<file path="config.mk">
export PLATFORM = sky130hd
export DESIGN_NAME = rarmt_stack
export DESIGN_NICKNAME = d
export VERILOG_FILES = /design/src/design/rarmt_pkg.sv /design/src/design/rarmt_stack.sv
export SDC_FILE = /design/constraint.sdc
export NUM_CORES = 1
export LEC_CHECK = 0
export BUFFER_PORTS_ARGS = -buffer_cell sky130_fd_sc_hd__buf_4
export CORE_UTILIZATION = 60
export DETAILED_ROUTE_END_ITERATION = 8
export PLACE_DENSITY_LB_ADDON = 0.2
export SLEW_MARGIN = 10
export SYNTH_ARGS = -nofsm -noshare
export SYNTH_HDL_FRONTEND = slang
export SYNTH_SLANG_ARGS = --single-unit
</file>
<file path="constraint.sdc">
create_clock -name i_clk -period 13.6 [get_ports i_clk]
set_input_delay 2.72 -clock i_clk [delete_from_list [all_inputs] [get_ports i_clk]]
set_output_delay 2.72 -clock i_clk [all_outputs]
set_load 0.005 [all_outputs]
</file>
<file path="src/design/rarmt_pkg.sv">
package rarmt_pkg;

    localparam int DATA_W = 32;
    localparam logic [DATA_W-1:0] EMPTY_MIN = 32'h7fff_ffff;

    typedef enum logic [1:0] {
        CMD_LOAD  = 2'd0,
        CMD_BUILD = 2'd1,
        CMD_ADD   = 2'd2,
        CMD_QUERY = 2'd3
    } t_cmd;

    typedef enum logic [2:0] {
        S_IDLE,
        S_READ,
        S_EVAL,
        S_RET,
        S_OUT
    } t_state;

    typedef enum logic [1:0] {
        STK_NONE,
        STK_PUSH,
        STK_LEFT,
        STK_POP
    } t_stk_op;

    // Signed minimum of two 32-bit words.
    function automatic logic [DATA_W-1:0] smin(input logic [DATA_W-1:0] a,
                                               input logic [DATA_W-1:0] b);
        return ($signed(a) < $signed(b)) ? a : b;
    endfunction

endpackage

</file>
<file path="src/design/rarmt_stack.sv">
module rarmt_stack import rarmt_pkg::*; #(
    parameter int NW = 11,
    parameter int IW = 9,
    parameter int SD = 10
) (
    input  logic              i_clk,
    input  logic              i_rst_n,
    input  t_stk_op           i_op,
    input  logic [NW-1:0]     i_node,
    input  logic [IW-1:0]     i_lo,
    input  logic [IW-1:0]     i_hi,
    input  logic [DATA_W-1:0] i_tag,
    input  logic [DATA_W-1:0] i_min,
    input  logic [DATA_W-1:0] i_left,
    output logic              o_empty,
    output logic              o_phase,
    output logic [NW-1:0]     o_node,
    output logic [IW-1:0]     o_lo,
    output logic [IW-1:0]     o_hi,
    output logic [DATA_W-1:0] o_tag,
    output logic [DATA_W-1:0] o_min,
    output logic [DATA_W-1:0] o_left
);

    localparam int SPW = $clog2(SD + 1);
    localparam int XW  = $clog2(SD);

    typedef struct packed {
        logic              phase;
        logic [NW-1:0]     node;
        logic [IW-1:0]     lo;
        logic [IW-1:0]     hi;
        logic [DATA_W-1:0] tag;
        logic [DATA_W-1:0] min;
        logic [DATA_W-1:0] left;
    } t_frame;

    t_frame         r_stk [SD];
    logic [SPW-1:0] r_sp;
    logic [XW-1:0]  push_idx;
    logic [XW-1:0]  top_idx;
    t_frame         top;

    assign push_idx = r_sp[XW-1:0];
    assign top_idx  = XW'(r_sp - SPW'(1));
    assign top      = r_stk[top_idx];

    always_ff @(posedge i_clk) begin
        if (!i_rst_n) begin
            r_sp <= '0;
        end else begin
            unique case (i_op)
                STK_PUSH: r_sp <= r_sp + SPW'(1);
                STK_POP:  r_sp <= r_sp - SPW'(1);
                default:  r_sp <= r_sp;
            endcase
        end
    end

    always_ff @(posedge i_clk) begin
        if (i_op == STK_PUSH) begin
            r_stk[push_idx] <= '{phase: 1'b0, node: i_node, lo: i_lo, hi: i_hi,
                                 tag: i_tag, min: i_min, left: '0};
        end else if (i_op == STK_LEFT) begin
            r_stk[top_idx].phase <= 1'b1;
            r_stk[top_idx].left  <= i_left;
        end
    end

    assign o_empty = (r_sp == '0);
    assign o_phase = top.phase;
    assign o_node  = top.node;
    assign o_lo    = top.lo;
    assign o_hi    = top.hi;
    assign o_tag   = top.tag;
    assign o_min   = top.min;
    assign o_left  = top.left;

endmodule

</file>
Word level (Yosys, flattened, before mapping):

Memory sizes are Yosys's and may differ from the RTL's.
Index checks and enable logic that the tools add are counted.

* add/sub/neg operators: 2
* equality and inequality tests: 3
* muxes and demuxes: 9
* reductions and logical operators: 3

Operators by type and width (count)
* 126-bit two-way mux: 1
* 126-bit OR reduction: 1
* 4-bit case mux with 2 select lines: 1
* 1-bit two-way mux: 5
* 4-bit by 1-bit adder with 4-bit output (second input constant): 1
* 2-bit equality test (second input constant): 2
* 4-bit zero test: 1
* 4-bit two-way mux: 1
* 4-bit by 1-bit subtractor with 4-bit output (second input constant): 1
* 2-bit by 1-bit equality test with 1-bit output (second input constant): 1
* 2-bit two-way mux: 1
* 2-bit nonzero test: 1

* flip-flop bits (word level): 4
* RAM bits: 1260
* output and inout bits: 127
* word-level logic and storage cells: 19
* memories: 1

Memory list
* r_stk: depth 10, width 126, rd ports 1, clocked after memory_dff 0, wr ports 1, line rarmt_stack.sv:38 `t_frame r_stk [SD];`

Longest topological paths before layout:

* depth after elaboration: 6
* mapped depth: 10
* depth with buffers taken out: 6

Least setup slack after synthesis:

OpenSTA, ideal clock, no wires.

* path kind: input-to-reg
* start: input port i_op[0]
* end: memory r_stk[3][100] in the netlist's numbering (enable)
* data arrival time: 7.764 ns
* data required time: 13.055 ns
* path slack: 5.291 ns
* stages: 7
* path buffers: 2
* cell sequence: inv_1 ha_1 clkbuf_1 clkbuf_1 and3_1 o21ai_0 nor2_1

* longest elaborated chain between the ends: 6
* elaborated cells between the ends (all ways): 10
* those cells by class: eq/ne: 2; mux: 7; reduce/logical: 1

RTL lines
* start: declaration: line rarmt_stack.sv:8 `input t_stk_op i_op,`
* 2-bit equality test: line rarmt_stack.sv:64 `end else if (i_op == STK_LEFT) begin`
* 1-bit two-way mux: line rarmt_stack.sv:64
* 1-bit two-way mux: line rarmt_stack.sv:61 `if (i_op == STK_PUSH) begin`
* 1-bit two-way mux (implied by the code): line rarmt_stack.sv:65, rarmt_stack.sv:66
* 126-bit OR reduction (no line)
* 4-bit two-way mux (no line) or 2-bit two-way mux (tied branches)
* end: declaration: line rarmt_stack.sv:38

Several ways; a longest one is shown, not always the timed one.

Final worst setup path:

* start: register r_sp[0], in the netlist push_idx[0]
* end: output port o_min[29]

* longest elaborated chain between the ends: 2

RTL lines
* start: declaration: line rarmt_stack.sv:39 `logic [SPW-1:0] r_sp;`
* start signal: assignment: line rarmt_stack.sv:53 `STK_PUSH: r_sp <= r_sp + SPW'(1);`
* start signal: assignment: line rarmt_stack.sv:54 `STK_POP: r_sp <= r_sp - SPW'(1);`
* start signal: assignment: line rarmt_stack.sv:55 `default: r_sp <= r_sp;`
* 4-bit by 1-bit subtractor with 4-bit output: line rarmt_stack.sv:45 `assign top_idx = XW'(r_sp - SPW'(1));`
* memory read 10 x 126 bit
* end: declaration: line rarmt_stack.sv:21 `output logic [DATA_W-1:0] o_min,`

Every way passes these cells.

==> flow_summary_export.csv <==
group,metric,value,unit
worst_hold_path,hold_path_depth,2,
clock_tree,cts_hold_buf,0,
sta,worstMarginPinSlew,1.24,ns
grt,grt_pass1_vias,26800,
critical_path,crit_top_cell,"buf_4",
pwr,leakagePower,19.1,nW
flow_run,cap_viol_max_count,0,
synthesis,syn_area,0.0498,mm^2
pwr,ir_drop,0.122,mV
critical_path,critPathMaxFanout,117,
grt,grt_antenna_before_repair,0,
grt,grt_max_degree,150,
worst_hold_path,hold_end,"push_idx[1]$_SDFFE_PN0P_",
critical_path,slowest_stage,"buf_4",
synthesis,async_flop_share,0,%
floorplanning,rows,105,
cells_and_area,fill_cells,5227,
worst_hold_path,min_from,"push_idx[1]$_SDFFE_PN0P_",
clock_tree,post_cts_buffers,0,
cells_and_area,syn2layout_area_growth,13.5,%
detailed_routing,firstDrtPassIters,8,
sta,fmax,0.122,GHz
clock_tree,htree_levels,3,
detailed_routing,drtIter0Drc,2156,
floorplanning,core,0.0821,mm^2
synthesis,synth_area_leaders,"edfxtp_1, mux2i_1, a22oi_1",
critical_path,rr_worst_depth,8,
sta,rsz0062_at_grt,"no",
detailed_routing,routed_wl,108,mm
critical_path,max_stage_delay,0.95,ns
synthesis,avgSynthCellArea,17.9,um^2
placement,pre_cts_slack,6.06,ns
synthesis,synthCells,2780,
synthesis,ys_top_cells_by_count,"edfxtp_1, mux2i_1, a22oi_1",
placement,port_buffers,255,
critical_path,cp_data_required_time,10.88,ns
critical_path,arrival,5.51,ns
grt,grt_pass1_wl,162,mm
floorplanning,die_h,290,um
cells_and_area,regArea,0.0379,mm^2
critical_path,crit_chain,"inv_1, ha_4, buf_12, buf_4, mux2i_1, a22oi_1, a31o_1, buf_4",
critical_path,cp.buffers_inverters,4,
clock_tree,ctsResizeCount,0,
critical_path,r2r-end,"r_stk[7][45]$_DFFE_PP_",
synthesis,yosys_register_bits,1264,
grt,grtUsageTotal,25.7,%
sta,fin_crit,8.23,ns
critical_path,crit_family,"buffers and inverters",
clock_tree,numCtsBuffers,120,
synthesis,synthFlopType,"edfxtp_1",
detailed_routing,post_drt_wl_per_cell,25.8,um
clock_tree,cts.sinks,1264,
sta,fin_tns_setup,0,ns
cells_and_area,drive_gt1_share,15.7,%
sta,final.period_utilization,60.5,%
floorplanning,io_pins,256,
synthesis,ys_seq_area_share,76.1,%
sta,layout_setup_ws,5.37,ns
grt,grt_overflow,0,
sta,setup_viol,0,
detailed_routing,antenna_left,0,
sta,whs,0.707,ns
critical_path,r2r_slack,8.28,ns
synthesis,yosys_warnings,0,
synthesis,synth_edf_count,1260,
clock_tree,tritoncts,"done",
synthesis,post-synth-top-area-cell,"edfxtp_1",
floorplanning,fp.dieW,290,um
cells_and_area,multi_input_area,0.0113,mm^2
clock_tree,clock_latency,0.67,ns
clock_tree,clk_pin_slew,0.06,ns
detailed_routing,via_count,25800,
synthesis,synth_cell_types,35,
cells_and_area,nets,3166,
synthesis,yosysMostFrequentCell,"edfxtp_1",
detailed_routing,drc,0,
pwr,power_density,164,mW/mm^2
sta,slew_violations,0,
run_status,status,"complete, no violations",
critical_path,critical_path_class,"reg -> out",
worst_hold_path,min_path_type,"reg -> reg",
clock_tree,root_buffer,"clkbuf_16",
critical_path,start_kind,"flip-flop",
critical_path,worstReg2RegStart,"push_idx[0]$_SDFFE_PN0P_",
sta,hold_viol_final,0,
sta,slew_headroom,17.5,%
synthesis,synth.top_cell.area_share,75.9,%
placement,gp_routability_congestion,0.752,
floorplanning,floorplan.initialDensity,60.7,%
floorplanning,die_area,0.0842,mm^2
clock_tree,clockBufferDepth,3,
critical_path,worstSetupEndpointType,"output pin",
placement,hpwl,54.5,mm
detailed_routing,vias_per_cell,6.15,
synthesis,syn-num-nets,2914,
sta,fin_skew,0.0142,ns
## per-stage QoR
stage               cell area, um^2  std cells  util [%]  power (mW)
floorplan                     49800       2780         -        5.54
global placement              52800       3980      64.3        6.17
detailed placement            52800       3980      64.3        6.20
CTS                           56600       4201      68.9        9.34
global route                  56600       4201      68.9        9.59
finish                        56600       4202      68.9        9.30
## tightest hold or removal path, delay by kind of cell, from the launching register on
kind           cells  cell delay (ns)
flip-flops         1             0.40
AO/OA/AOI/OAI      2             0.26
## routing by layer
layer	routed length [um]	vias to the layer above	track usage, %
li1	-	11600	-
met1	44700	13200	35.3
met2	53800	882	42.8
met3	7210	165	4.16
met4	2500	0	7.47
met5	0	-	0
## cell type report
type                            count  area share (%)
Inverter                            6          0.0398
Sequential cell                  1264            67.0
Clock buffer                      144            5.54
Tap cell                         1070            2.37
Clock inverter                     77            1.08
Timing Repair Buffer              301            4.04
Antenna cell                        1         0.00442
Multi-Input combinational cell   1339            19.9
## flip-flops by register name, summed over array words and instances (netlist names)
register / count
push_idx: 4
r_stk: 1260
## kinds of logic after synthesis
| group | count (synthesis) | synth area share, % |
|---|---|---|
| AO/OA/AOI/OAI | 393 | 6.19 |
| XOR/XNOR | 5 | 0.163 |
| adder cells (fa/ha/maj) | 5 | 0.126 |
| buffers and inverters | 177 | 1.69 |
| flip-flops | 1264 | 76.1 |
| multiplexers | 631 | 12.7 |
| AND/OR/NAND/NOR | 305 | 3.07 |
## cells in the final DEF, fill, tap and decap left out, drive strengths merged, types with 3 or more instances in the layout
cell	synthesis	final
and2	37	37
clkinv	0	64
nand2b	4	4
nand2	8	8
nor2	148	148
xnor2	3	3
nor3b	3	3
buf	102	301
dfxtp	4	4
inv	6	8
bufinv	0	10
mux2i	631	631
a31o	126	126
nor2b	93	93
edfxtp	1260	1260
nor3	6	6
a22oi	253	253
clkbuf	69	144
ha	5	5
o21ai	6	6
## worst max path at each step
stage	startpoint	end	slack, ns	depth (start not counted)
after floorplan	i_op[0]	r_stk[3][100]$_DFFE_PP_	5.29	7
final	push_idx[0]$_SDFFE_PN0P_	o_min[29]	5.37	8
after detailed placement	push_idx[0]$_SDFFE_PN0P_	o_tag[25]	6.06	8
after CTS	push_idx[0]$_SDFFE_PN0P_	o_tag[25]	5.34	8
after global placement	push_idx[0]$_SDFFE_PN0P_	o_node[7]	6.14	7
after global routing	push_idx[0]$_SDFFE_PN0P_	o_tag[25]	5.13	8
## where the power goes
group | total (mW) | leakage [nW] | switching [mW] | internal (mW)
combinational | 1.67 | 5.66 | 0.975 | 0.695
clock | 3.18 | 1.84 | 1.36 | 1.82
sequential | 4.45 | 11.6 | 0.0338 | 4.41
total | 9.30 | 19.1 | 2.37 | 6.93
(Power assumes the default switching activity.)
